[src/psp_mac.sv]
`default_nettype none

// Shift-and-add multiply-accumulate: acc = acc_in + x * y, one multiplier bit
// per cycle. It finishes as soon as the remaining multiplier bits are zero.
module psp_mac #(
  parameter int W = 8
) (
  input  wire logic             clk,
  input  wire logic             rst_n,
  input  wire logic             start,
  input  wire logic [W-1:0]     x,
  input  wire logic [W-1:0]     y,
  input  wire logic [2*W-1:0]   acc_in,
  output logic                  busy,
  output logic [2*W-1:0]        acc
);

  logic [2*W-1:0] x_r;
  logic [W-1:0]   y_r;
  logic [2*W-1:0] acc_r;

  // Load operands on start, then add the shifted multiplicand for each set bit.
  always_ff @(posedge clk) begin
    if (!rst_n) begin
      y_r <= '0;
    end else if (start) begin
      x_r   <= {{W{1'b0}}, x};
      y_r   <= y;
      acc_r <= acc_in;
    end else if (y_r != '0) begin
      if (y_r[0]) begin
        acc_r <= acc_r + x_r;
      end
      x_r <= {x_r[2*W-2:0], 1'b0};
      y_r <= {1'b0, y_r[W-1:1]};
    end
  end

  assign busy = (y_r != '0);
  assign acc  = acc_r;

endmodule

`default_nettype wire

[config.mk]
export PLATFORM = sky130hd
export DESIGN_NAME = psp_mac
export DESIGN_NICKNAME = d
export VERILOG_FILES = /design/src/psp_mac.sv
export SDC_FILE = /design/constraint.sdc
export NUM_CORES = 1
export LEC_CHECK = 0
export ABC_AREA = 1
export BUFFER_PORTS_ARGS = -buffer_cell sky130_fd_sc_hd__buf_4
export CAP_MARGIN = 20
export CORE_AREA = 2 2 69 71
export CTS_CLUSTER_DIAMETER = 30
export DETAILED_ROUTE_END_ITERATION = 7
export DIE_AREA = 0 0 71 73
export GPL_TIMING_DRIVEN = 0
export PLACE_DENSITY = 0.81
export SETUP_SLACK_MARGIN = 0.5
export SLEW_MARGIN = 40
export SYNTH_ARGS = -nofsm -noshare
export SYNTH_HDL_FRONTEND = slang
export SYNTH_SLANG_ARGS = --single-unit
[constraint.sdc]
create_clock -name clk -period 2.9 [get_ports clk]
set_input_delay 0.145 -clock clk [delete_from_list [all_inputs] [get_ports clk]]
set_output_delay 0.145 -clock clk [all_outputs]
set_load 0.005 [all_outputs]
==> flow_summary.json <==
{
  "multiInputGateArea_sq_um": 1210,
  "diodes": 0,
  "cts_buffer_depth": 2,
  "grt_antenna_before_repair": 0,
  "ctsHoldBuffers": 0,
  "grt_pass1_vias": 2117,
  "grt_setup_unrepaired": "false",
  "post-dp-hpwl_mm": 4.20,
  "dieHeight_microns": 73,
  "clock_latency_ns": 0.30,
  "setup_viol": 0,
  "drc_errors": 0,
  "area_growth_pct": 21.9,
  "synth_cell_types": 28,
  "slew_violations": 0,
  "hold_path_class": "input port to flop",
  "maxCapViolCount": 0,
  "outcome": "finished clean",
  "criticalPathCategory": "flop to flop",
  "synth_area_leader_cell": "edfxtp_1",
  "track_usage_pct": 22.5,
  "numPortBuffers": 50,
  "htreeDepth": 2,
  "initial_utilization_pct": 55.8,
  "reg2regPathDepth": 10,
  "fillers": 374,
  "yosys-top-cells-area": "edfxtp_1 (38%), nand2_1 (21%), ha_1 (7.4%), dfxtp_1 (6.3%), inv_1 (6.2%)",
  "slowest_stage": "edfxtp_1",
  "pin_count": 52,
  "cp_common_cell": "nand2_1",
  "ir_worst_vdd_mv": 0.395,
  "syn_area_sq_um": 2530,
  "finalCritPeriodShare_pct": 67.5,
  "layout-drive-gt1-share_pct": 19.2,
  "setup_tns_ns": 0,
  "cts_tree": "done",
  "die_area_sq_um": 5180,
  "leakage_nw": 1.58,
  "via_per_inst": 4.95,
  "clock-sinks": 40,
  "die_w_microns": 71,
  "stdcell_area_sq_um": 3080,
  "cts.repair.resized": 0,
  "path_delay_family": "simple AND/OR/NAND/NOR gates",
  "clock_skew_ns": 0.0124,
  "arrival_ns": 2.02,
  "cts_setup_buffers": 0,
  "layout_common_cells": "nand2_1 (142), buf_4 (50), inv_1 (42), edfxtp_1 (32), nor2_1 (25)",
  "detail_route.iter0.violations": 110,
  "postSynth.asyncResetShare_pct": 0,
  "fp-row-count": 25,
  "grt_overflow": 0,
  "synth_ff_type": "edfxtp_1",
  "ys_warn_count": 0,
  "detail_route.wl_per_cell_microns": 12.4,
  "crit_path_start_kind": "flop",
  "drt-total-wl_mm": 5.56,
  "clk_pin_slew_worst_paths_ns": 0.09,
  "finalHoldViolCount": 0,
  "max-slew-margin-rel_pct": 55.6,
  "grt_pass1_wl_mm": 9.03,
  "placed_cell_area_sq_um": 2990,
  "ys_ff_latch": 40,
  "synth_nets": 389,
  "register_area_sq_um": 1120,
  "grt_max_degree": 17,
  "synth_seq_area_share_pct": 44.3,
  "drtAntennaViolNets": 0,
  "cp_data_required_time_ns": 2.96,
  "vias": 2228,
  "tightestPinTransition_ns": 0.659,
  "end_kind": "flop",
  "max_stage_delay_ns": 0.39,
  "worst-path-buf-inv": 0,
  "dr.pass1.iters": 4,
  "min_path_cells": 3,
  "synth_top_area_share_pct": 38.0,
  "crit_chain": "ha_1, fa_1, nand2_1, nand2_1, nand3_1, nand2_1, nand2_1, nand3_1, nand3_1, nand2_1",
  "layout_commonest_cell": "nand2_1",
  "nNetsFinal": 446,
  "synth_edf_count": 32,
  "core_area_sq_um": 4540,
  "place.gp.congestion": 0.835,
  "reg2reg_slack_ns": 0.94,
  "critPathMaxFanout": 4,
  "syn_inst": 338,
  "power.density_nw_per_um2": 487,
  "worst-path-stages": 10,
  "max_clock_freq_mhz": 511,
  "syn_area_per_cell_sq_um": 7.48,
  "cts-buffers-inserted": 5,
  "clk_root_buffer_cell": "clkbuf_8",
  "period_needed_ns": 1.96
}
[path summary, 6_finish.rpt]
kind              endpoint  startpoint
setup / recovery   acc[14]      acc[0]
hold reg to reg     y_r[0]      y_r[1]
hold / removal      y_r[7]        y[7]
setup reg to reg   acc[14]      acc[0]
[state kept, by name (all words and copies together), names as in the netlist]
register / cells
acc: 16
x_r: 16
y_r: 8
[worst min-delay path: cells and delay by family]
kind | cells | cell delay (ns)
buf+inv | 1 | 0.07
simple gates | 2 | 0.10
[metrics by stage]
step | instances | setup WS [ns] | power [mW] | util (%) | hold slack (ns)
5_1_grt | 450 | 0.797 | 1.59 | 67.9 | 0.0705
3_3_place_gp | 442 | 0.556 | 1.12 | 65.5 | 0.361
6_report | 450 | 0.943 | 1.50 | 67.9 | 0.0692
2_1_floorplan | 338 | 1.03 | 0.997 | - | 0.267
4_1_cts | 450 | 0.943 | 1.50 | 67.9 | 0.0703
3_5_place_dp | 442 | 0.954 | 1.14 | 66.0 | 0.371
[report_power, final]
part           total, mW  leakage [nW]  internal (mW)  switching, mW
registers          0.706         0.377          0.678         0.0284
logic              0.418          1.17          0.180          0.238
clock network      0.377        0.0378          0.166          0.211
total               1.50          1.58           1.02          0.477
[kinds of logic after synthesis]
family,Yosys count,synth area share (%)
AOI/OAI and AO/OA,19,3.81
xor gates and xnor gates,2,0.693
adders and majority gates,16,8.21
buffers and inverters,54,8.61
DFF,40,44.3
and+or+nand+nor,207,34.3
[final cells by class]
cell class,count,area share (%)
inverter,46,5.60
clock inverter,3,0.609
multi-input combinational,244,39.3
sequential,40,36.4
tap,54,2.19
timing repair buffer,50,12.2
buffer,8,1.46
clock buffer,5,2.23
[cell usage after synthesis, types with 2 or more instances]
library cell	number
xnor2_1	2
o21ai_1	2
clkbuf_1	3
o21ai_0	3
nand2_2	4
ha_1	15
dfxtp_1	8
nand3b_1	2
nand2_1	142
nor4_1	2
edfxtp_1	32
nor3_1	3
a21oi_1	13
or2_1	4
buf_2	4
nand3_1	17
inv_1	42
nor2_1	26
inv_2	3
nand3_2	3
[layer usage]
| layer | up-vias | GRT usage [%] | wire length [microns] |
|---|---|---|---|
| li1 | 1178 | - | - |
| met4 | 0 | 6.71 | 68 |
| met3 | 7 | 4.56 | 261 |
| met1 | 991 | 29.6 | 2640 |
| met5 | - | 0 | 0 |
| met2 | 52 | 37.8 | 2590 |
Note: power is estimated with default switching activity, not from simulation.
