==> config.mk <==
export PLATFORM = sky130hd
export DESIGN_NAME = psp_isqrt
export DESIGN_NICKNAME = d
export VERILOG_FILES = /design/src/psp_isqrt.sv
export SDC_FILE = /design/constraint.sdc
export NUM_CORES = 1
export LEC_CHECK = 0
export ABC_AREA = 1
export BUFFER_PORTS_ARGS = -buffer_cell sky130_fd_sc_hd__buf_2
export CORE_ASPECT_RATIO = 1.75
export CORE_MARGIN = 2
export CORE_UTILIZATION = 55
export CTS_CLUSTER_DIAMETER = 200
export CTS_CLUSTER_SIZE = 16
export DETAILED_ROUTE_END_ITERATION = 16
export PLACE_DENSITY = 0.76
export SYNTH_ARGS = -nofsm -noshare
export SYNTH_HDL_FRONTEND = slang
export SYNTH_SLANG_ARGS = --single-unit
==> constraint.sdc <==
create_clock -name clk -period 3.7 [get_ports clk]
set_input_delay 0.185 -clock clk [delete_from_list [all_inputs] [get_ports clk]]
set_output_delay 0.185 -clock clk [all_outputs]
set_load 0.03 [all_outputs]
==> src/psp_isqrt.sv <==
`default_nettype none

// Digit-by-digit integer square root, floor(sqrt(v)), one root bit per cycle.
module psp_isqrt #(
  parameter int IW = 34
) (
  input  wire logic              clk,
  input  wire logic              rst_n,
  input  wire logic              start,
  input  wire logic [IW-1:0]     v,
  output logic                   busy,
  output logic [IW/2-1:0]        root
);

  localparam int RTW = IW / 2;
  localparam int RMW = RTW + 2;
  localparam int CNW = $clog2(RTW + 1);

  logic [IW-1:0]  v_r;
  logic [RMW-1:0] rem_r;
  logic [RTW-1:0] root_r;
  logic [CNW-1:0] cnt_r;
  logic [RMW+1:0] rem_sh;
  logic [RMW+1:0] trial;

  // Bring down two radicand bits and try the next root bit.
  assign rem_sh = {rem_r, v_r[IW-1:IW-2]};
  assign trial  = {2'b00, root_r, 2'b01};

  always_ff @(posedge clk) begin
    if (!rst_n) begin
      cnt_r <= '0;
    end else if (start) begin
      v_r    <= v;
      rem_r  <= '0;
      root_r <= '0;
      cnt_r  <= CNW'(RTW);
    end else if (cnt_r != '0) begin
      if (rem_sh >= trial) begin
        rem_r  <= RMW'(rem_sh - trial);
        root_r <= {root_r[RTW-2:0], 1'b1};
      end else begin
        rem_r  <= RMW'(rem_sh);
        root_r <= {root_r[RTW-2:0], 1'b0};
      end
      v_r   <= {v_r[IW-3:0], 2'b00};
      cnt_r <= cnt_r - 1'b1;
    end
  end

  assign busy = (cnt_r != '0);
  assign root = root_r;

endmodule

`default_nettype wire

==> metrics.md <==
| Metric | Value |
|---|---|
| Drt first-iter violations | 252 |
| Post-synthesis sequential area ratio | 48.6% |
| Via density | 5.22 |
| Via count | 3747 |
| Crit path largest cell delay | 0.45 ns |
| Hold violation count in the final report | 0 |
| Mapped Cells | 570 |
| Buffer count from post-CTS setup fixing | 0 |
| DRC errors left | 0 |
| Leakage | 0.00258 uW |
| Total Routing Usage GR | 24.9% |
| Clk_skew | 0.00553 ns |
| Clk pwr share | 31.4% |
| Logic pwr share | 31.3% |
| Status | complete, no violations |
| Total CTS buffers | 9 |
| Mapped Nets | 628 |
| Hold Path Class | in2reg |
| Crit path kind | reg2reg |
| R2R Setup Slk | 1.19 ns |
| Area growth syn-to-layout | 14.1% |
| Worst slew pin tran | 0.786 ns |
| Routability cong. | 0.979 |
| CP Cell Sequence | ha_1 -> nand2_2 -> inv_2 -> nand2_1 -> nand2_1 -> a21oi_2 -> nand2_1 -> nand2_2 -> nand2_4 -> inv_4 -> nor2_2 -> nor2_1 |
| Pwr per Cell Area | 576 nW/um^2 |
| Die H | 124 um |
| Maximum VDD drop | 0.000347 V |
| Max-cap violations | 0 |
| Int Power | 1970 uW |
| Sequential Power Share | 37.3% |
| Antenna diodes | 0 |
| Minimum clock period | 2.51 ns |
| Worst path slowest cell | edfxtp_1 |
| Unrepaired setup endpoints after global routing | no |
| Utilization after layout | 65.0% |
| CTS clk-pin slew, worst paths | 0.06 ns |
| Post-DP HPWL | 7690 um |
| Largest net degree at the start of global routing | 37 |
| Final setup vio count | 0 |
| Crit path arrival time | 2.66 ns |
| Grt total ovfl | 0 |
| Rel. slew slack | 47.5% |
| CP Launch Type | flop |
| Synth warn | 0 |
| DP Area | 4850 sq um |
| Die area | 9010 sq um |
| Final max-slew violation count | 0 |
| H-tree depth | 3 |
| Vias in the first global route | 3568 |
| Cts hold-fix bufs | 0 |
| Share of the cycle needed by the critical path after routing | 67.7% |
| Worst-Skew Late Latency | 0.33 ns |
| Worst-case clock buffer depth | 2 |
| Final Cell Area | 5170 sq um |
| # resized after CTS | 0 |
| Core area | 7960 sq um |
| Worst setup EP type | flop |
| Nets | 681 |
| Fillers | 697 |
| Max frequency | 0.399 GHz |
| Clock sinks | 75 |
| Initial core utilization | 56.9% |
| CP Max Fanout | 15 |
| ANT nets after route | 0 |
| First-pass GRT wire length | 16800 um |
| Die X | 72.6 um |
| # IOs | 55 |
| Setup slack after layout | 1.19 ns |
| Final wirelength | 10400 um |
| Routed wire per std cell | 14.5 um |
| CTS tree | built |
| Mapped Avg Cell Area | 7.95 sq um |
| Switching pwr | 1010 uW |
| Synth Cell Area | 4530 sq um |
| Dpl ws | 1.28 ns |
| Layout cell share with drive strength beyond 1 | 15.6% |
| Pre-Repair DR Iteration Count | 5 |
| Data required time of the worst path | 3.86 ns |
| TNS Setup | 0 ns |
| Sw Ratio | 34.0% |
| PortBufs | 54 |
| Worst path most repeated cell | nand2_1 |
| Rows | 43 |
| Synth cell types | 33 |
| Antenna violations before repair | 0 |
| Root Driver | clkbuf_16 |
| #FFs+latches synth | 75 |
==> power by group through the flow <==
stage / Clock (uW) / Combinational, uW / Sequential (uW)
after floorplan: 0 / 682 / 1150
after global placement: 0 / 905 / 1130
after detailed placement: 0 / 920 / 1130
after CTS: 951 / 928 / 1110
after global routing: 976 / 1050 / 1120
final: 936 / 934 / 1110
==> kinds of logic (layout without fill, tap and decap cells) <==
| group | count (synthesis) | in the layout | share of synthesized area [%] |
|---|---|---|---|
| adder cells (fa/ha/maj) | 21 | 21 | 5.80 |
| buffers and inverters | 89 | 147 | 8.31 |
| AO/OA/AOI/OAI | 28 | 28 | 3.26 |
| flip-flops | 75 | 75 | 48.6 |
| XOR/XNOR | 9 | 9 | 1.74 |
| AND/OR/NAND/NOR | 348 | 348 | 32.3 |
==> critical path, delay by kind of cell (launching register included) <==
kind / cells / cell delay, ns
AO/OA/AOI/OAI: 1 / 0.15
adder cells (fa/ha/maj): 1 / 0.39
buffers and inverters: 2 / 0.27
flip-flops: 1 / 0.45
AND/OR/NAND/NOR: 8 / 1.08
==> cells in the final DEF, fill, tap and decap left out, drive strengths merged <==
cell type / count
xor2: 8
edfxtp: 70
bufinv: 2
clkinv: 4
nor3: 5
a21oi: 20
a31oi: 1
o21ai: 6
clkbuf: 10
nor4: 1
nand3b: 16
nor3b: 1
nand3: 15
ha: 21
nand4: 1
dfxtp: 5
nor2: 78
xnor2: 1
o21bai: 1
inv: 73
nand2: 231
buf: 57
clkinvlp: 1
==> synth_stat cells, drive strengths merged <==
cell type,n,share of area [%]
nor2,78,7.2
edfxtp,70,46
xor2,8,1.5
xnor2,1,0.19
nor3,5,0.66
nor3b,1,0.17
dfxtp,5,2.2
inv,73,6.1
ha,21,5.8
nand4,1,0.14
nand2,231,20
a31oi,1,0.14
nor4,1,0.14
nand3,15,1.7
clkbuf,9,0.75
clkinv,1,0.083
o21ai,6,0.66
a21oi,20,2.3
o21bai,1,0.17
buf,6,1.4
nand3b,16,2.6
==> through the flow <==
step                      cells  power, uW  hold WS, ns
after detailed placement    702       2050        0.447
after global routing        718       3150        0.121
after CTS                   718       2990       0.0907
final                       718       2980        0.101
after global placement      702       2030        0.438
after floorplan             570       1830        0.315
==> routing by layer <==
metal / up-vias / global-route usage [%] / routed length [um]
li1: 1899 / - / -
met1: 1694 / 27.7 / 3970
met2: 119 / 43.2 / 5450
met5: - / 0 / 0
met3: 35 / 3.32 / 417
met4: 0 / 16.8 / 535
==> sequential cells by signal (all words and copies together) (netlist names) <==
| name | cells |
|---|---|
| cnt_r | 5 |
| root | 17 |
| v_r | 34 |
| rem_r | 19 |
==> layout make-up <==
type / count / area, sq um / area share (%)
Multi-Input combinational cell: 406 / 1950 / 37.8
Inverter: 74 / 280 / 5.42
Tap cell: 90 / 113 / 2.18
Sequential cell: 75 / 2200 / 42.6
Clock buffer: 10 / 229 / 4.43
Clock inverter: 6 / 90.1 / 1.74
Timing Repair Buffer: 57 / 305 / 5.90
==> final timing paths <==
check,startpoint,end,cells past startpoint
setup reg to reg,rem_r[5]$_SDFFCE_PP0P_,rem_r[13]$_SDFFCE_PP0P_,12
hold / removal,rst_n,cnt_r[4]$_SDFFE_PN0N_,3
hold reg to reg,cnt_r[0]$_SDFFE_PN0N_,cnt_r[0]$_SDFFE_PN0N_,2
setup / recovery,rem_r[5]$_SDFFCE_PP0P_,rem_r[13]$_SDFFCE_PP0P_,12
Note: power is estimated with default switching activity, not from simulation.
