**src/psp_pkg.sv**
```systemverilog
`default_nettype none

package psp_pkg;

  // Defaults for the top-level parameters.
  localparam int DEF_MAX_POINTS = 8;
  localparam int DEF_COORD_BITS = 24;

  // Width of the point index fields on the result port.
  localparam int IDX_W = 3;

  // The similarity is a Q1.16 value; its square is scaled by 2^32 before division.
  localparam int SIM_W     = 17;
  localparam int SIM_SHIFT = 32;

  // The scaled quotient never exceeds 2^32, so 33 quotient bits suffice.
  localparam int QUO_W = SIM_SHIFT + 1;

  // Result status codes.
  typedef logic [1:0] status_t;
  localparam status_t ST_PAIRED = 2'd0;
  localparam status_t ST_SIZE   = 2'd1;
  localparam status_t ST_OVF    = 2'd2;
  localparam status_t ST_EMPTY  = 2'd3;

endpackage

`default_nettype wire

```
**src/psp_div.sv**
```systemverilog
`default_nettype none

// Restoring divider for num / den where the quotient is known to fit in
// QUO_W bits. One quotient bit per cycle.
module psp_div import psp_pkg::*; #(
  parameter int DNW = 8
) (
  input  wire logic                        clk,
  input  wire logic                        rst_n,
  input  wire logic                        start,
  input  wire logic [DNW+SIM_SHIFT-1:0]    num,
  input  wire logic [DNW-1:0]              den,
  output logic                             busy,
  output logic [QUO_W-1:0]                 quo
);

  localparam int NW  = DNW + SIM_SHIFT;
  localparam int CNW = $clog2(QUO_W + 1);

  logic [NW-1:0]    rem_r;
  logic [NW-1:0]    dsh_r;
  logic [QUO_W-1:0] quo_r;
  logic [CNW-1:0]   cnt_r;

  // Compare against the divisor shifted to the current quotient bit.
  always_ff @(posedge clk) begin
    if (!rst_n) begin
      cnt_r <= '0;
    end else if (start) begin
      rem_r <= num;
      dsh_r <= {den, {SIM_SHIFT{1'b0}}};
      quo_r <= '0;
      cnt_r <= CNW'(QUO_W);
    end else if (cnt_r != '0) begin
      if (rem_r >= dsh_r) begin
        rem_r <= rem_r - dsh_r;
        quo_r <= {quo_r[QUO_W-2:0], 1'b1};
      end else begin
        quo_r <= {quo_r[QUO_W-2:0], 1'b0};
      end
      dsh_r <= {1'b0, dsh_r[NW-1:1]};
      cnt_r <= cnt_r - 1'b1;
    end
  end

  assign busy = (cnt_r != '0);
  assign quo  = quo_r;

endmodule

`default_nettype wire

```
**config.mk**
```make
export PLATFORM = sky130hd
export DESIGN_NAME = psp_div
export DESIGN_NICKNAME = d
export VERILOG_FILES = /design/src/psp_pkg.sv /design/src/psp_div.sv
export SDC_FILE = /design/constraint.sdc
export NUM_CORES = 1
export LEC_CHECK = 0
export BUFFER_PORTS_ARGS = -buffer_cell sky130_fd_sc_hd__buf_2
export CORE_AREA = 2 2 88 175
export DETAILED_ROUTE_END_ITERATION = 12
export DIE_AREA = 0 0 90 177
export GPL_TIMING_DRIVEN = 0
export PLACE_DENSITY = 0.72
export SETUP_SLACK_MARGIN = 0.1
export SYNTH_ARGS = -nofsm -noshare
export SYNTH_HDL_FRONTEND = slang
export SYNTH_SLANG_ARGS = --single-unit
```
**constraint.sdc**
```tcl
create_clock -name clk -period 9.1 [get_ports clk]
set_clock_uncertainty 0.2 [all_clocks]
set_input_delay 0.91 -clock clk [delete_from_list [all_inputs] [get_ports clk]]
set_output_delay 0.91 -clock clk [all_outputs]
set_load 0.02 [all_outputs]
```
==> results.py <==
metrics = {
    "outcome": {
        "status": "complete, no violations",
    },
    "hold_path": {
        "hold_path.class": "reg -> reg",
        "min_from": "cnt_r[4]",
        "min_path_cells": 2,
        "worstHoldEndpoint": "cnt_r[4]",
    },
    "timing": {
        "fin_ws_ps": 5284,
        "tightest_slew_ps": 811.3,
        "drv_slew": 0,
        "timing.fmax_mhz": 262.0,
        "hold_viol_final": 0,
        "setup_viol": 0,
        "rsz0062_at_grt": "false",
        "min_period_over_period_pct": 41.94,
        "period_minus_slack_ps": 3816,
        "relSlewSlack_pct": 45.78,
    },
    "clocking": {
        "hold_buffers": 0,
        "clockBufferDepth": 2,
        "clock_latency_ps": 420,
        "cts-resized-gates": 0,
        "cts_setup_buffers": 0,
        "cts_root_buf": "clkbuf_16",
        "cts_made_buffers": 17,
        "cts_tree": "yes",
        "cts_sinks": 119,
        "path_clk_slew_ps": 60,
        "htreeDepth": 4,
    },
    "logic_synthesis": {
        "synth_area_um2": 7158,
        "async_flop_share_pct": 0,
        "yosysSeqAreaShare_pct": 49.08,
        "yosysWarnings": 0,
        "ys_types": 64,
        "synth-seq-cells": 119,
        "syn-num-nets": 825,
        "synth_edf_count": 113,
        "netlist_instances": 732,
        "avgSynthCellArea_um2": 9.779,
        "synth_ff_type": "edfxtp_1",
    },
    "cells_and_area": {
        "diodes": 0,
        "design_area_um2": 8487,
        "drive_gt1_share_pct": 16.59,
        "fin_util_pct": 57.89,
        "syn2layout_area_growth_pct": 18.56,
        "fin_nets": 930,
    },
    "grt": {
        "antenna_found_initial": 0,
        "gr-total-overflow": 0,
        "grt_usage_pct": 22.40,
        "grt_pass1_vias": 5848,
        "grt_pass1_wl_um": 28520,
        "grt_max_degree": 29,
    },
    "floorplan": {
        "die_w_um": 90,
        "std_cell_rows": 63,
        "die-area_um2": 15930,
        "pin_count": 85,
        "fp.dieH_um": 177,
        "coreArea_um2": 14660,
        "initial_core_util_pct": 48.82,
    },
    "worst_setup_path": {
        "r2r_cells": 12,
        "cp.arrival_ps": 3730,
        "cpPeakStageDelay_ps": 660,
        "crit_path_top_delay_cell": "a21boi_4",
        "cp_data_required_time_ps": 9010,
        "rrSetupSlack_ps": 5280,
        "crit_path_cell_trace": "inv_1 -> ha_1 -> fa_1 -> nor2b_1 -> o31a_1 -> o21a_1 -> o41a_4 -> o2111ai_1 -> a31oi_1 -> a211oi_2 -> a21boi_4 -> buf_16",
        "criticalPathCategory": "reg -> reg",
        "worstPathMaxFanout": 21,
        "reg2reg_to": "rem_r[9]",
        "path_buf_inv": 2,
        "start_kind": "flip-flop",
        "critPathCaptureType": "flip-flop",
        "r2r-start": "rem_r[0]",
        "cpLargestDelayFamily": "compound AO/OA/AOI/OAI gates",
    },
    "route": {
        "wl_um": 17430,
        "wl_met1_um": 7303,
        "num_vias": 5760,
        "met3WireLength_um": 726,
        "drt_first_pass_iters": 5,
        "wl_met2_um": 8827,
        "top_layer": "met4",
        "viasPerCell": 5.512,
        "drcViolationCount": 0,
        "ant_nets": 0,
        "drt_iter0_drc": 362,
        "wl_per_cell_um": 16.68,
    },
    "power": {
        "leakage_nw": 3.424,
        "irDropWorstVdd_v": 0.0001490,
        "power_density_nw_per_um2": 243.4,
    },
    "placement": {
        "preCtsSetupSlack_ps": 4956,
        "dpl_cell_area_um2": 7908,
        "port_buffers": 83,
        "dp_hpwl_um": 12890,
        "gp_congestion": 0.8982,
    },
    "run": {
        "cap_violations": 0,
    },
}
per-stage QoR:
step	power (mW)	TNS, ps	hold WS [ps]	instances
after floorplan	1.232	0	258.3	732
after global placement	1.380	-55350	269.0	1010
after detailed placement	1.400	0	287.1	1013
after CTS	2.067	0	296.0	1045
after global routing	2.173	0	337.3	1045
final	2.066	0	293.6	1045
power by group:
part           switching (mW)  total, mW  internal, mW  leakage, nW
clock network           0.255      0.659         0.404        0.278
registers              0.0244      0.720         0.696         1.16
logic                   0.425      0.686         0.261         1.98
total                   0.705       2.07          1.36         3.42
cells in the mapped netlist (all sizes together) (4+ instances only):
cell,instances,area share (%)
a211oi,7,0.80
a21boi,6,0.79
a21o,14,1.5
a21oi,50,3.5
a31oi,5,0.44
buf,8,0.51
clkbuf,25,1.3
dfxtp,6,1.7
edfxtp,113,47
ha,41,7.2
inv,54,2.8
nand2,84,4.4
nand2b,5,0.44
nand3,9,0.63
nand4,8,0.70
nor2,67,3.5
nor2b,39,3.4
nor3,13,0.98
o211ai,5,0.52
o21a,8,0.84
o21ai,74,5.3
o21bai,9,1.1
o31ai,4,0.49
or3,5,0.44
xnor2,27,3.3
xor2,9,1.1
flip-flops by register name, summed over array words and instances (netlist names):
register / count
quo: 33
dsh_r: 40
rem_r: 40
cnt_r: 6
cell families after synthesis:
family	count (synthesis)	synth area share, %
buffers and inverters	87	4.667
AND/OR/NAND/NOR	245	16.15
flip-flops	119	49.08
multiplexers	2	0.2971
AO/OA/AOI/OAI	201	17.95
adder cells (fa/ha/maj)	42	7.446
XOR/XNOR	36	4.405
per-layer routing:
layer  global-route usage [%]  vias to the layer above
li1                         -                     2843
met1                    27.20                     2690
met2                    38.97                      186
met3                    3.492                       41
met4                    10.38                        0
met5                        0                        -
area by class of cell:
type | instances | area, um2
clock buffer | 18 | 429.2
sequential | 119 | 3513
clock inverter | 14 | 150.1
inverter | 54 | 202.7
buffer | 33 | 131.4
multi-input combinational | 526 | 3333
timing repair buffer | 86 | 483.0
fill | 1353 | 6175
tap | 195 | 244.0
worst max path at each step:
stage                  start  cells after the start        end  slack, ps
finish              rem_r[0]                     12   rem_r[9]       5280
global route        rem_r[0]                     12   rem_r[9]       5030
CTS                 rem_r[0]                     12   rem_r[9]       5270
detailed placement     start                      6  rem_r[15]       4960
global placement       start                      4  rem_r[15]      -1390
floorplan              start                      4   rem_r[0]       1530
layout by cell type (no fill, tap or decap), types with 25 or more instances in the layout:
master and n:
nor2_1 67, xnor2_1 27, edfxtp_1 113, inv_1 54, nand2_1 83, ha_1 41, clkbuf_1 25, a21oi_1 49
o21ai_0 65, nor2b_1 39, buf_2 88
worst reg2reg max path: cells and delay by family, from the launching register on:
kind | cells | cell delay (ps)
and+or+nand+nor | 1 | 190
buffers and inverters | 2 | 300
DFF | 1 | 320
AOI/OAI and AO/OA | 7 | 1860
adders and majority gates | 2 | 620
Note: power is estimated with default switching activity, not from simulation.
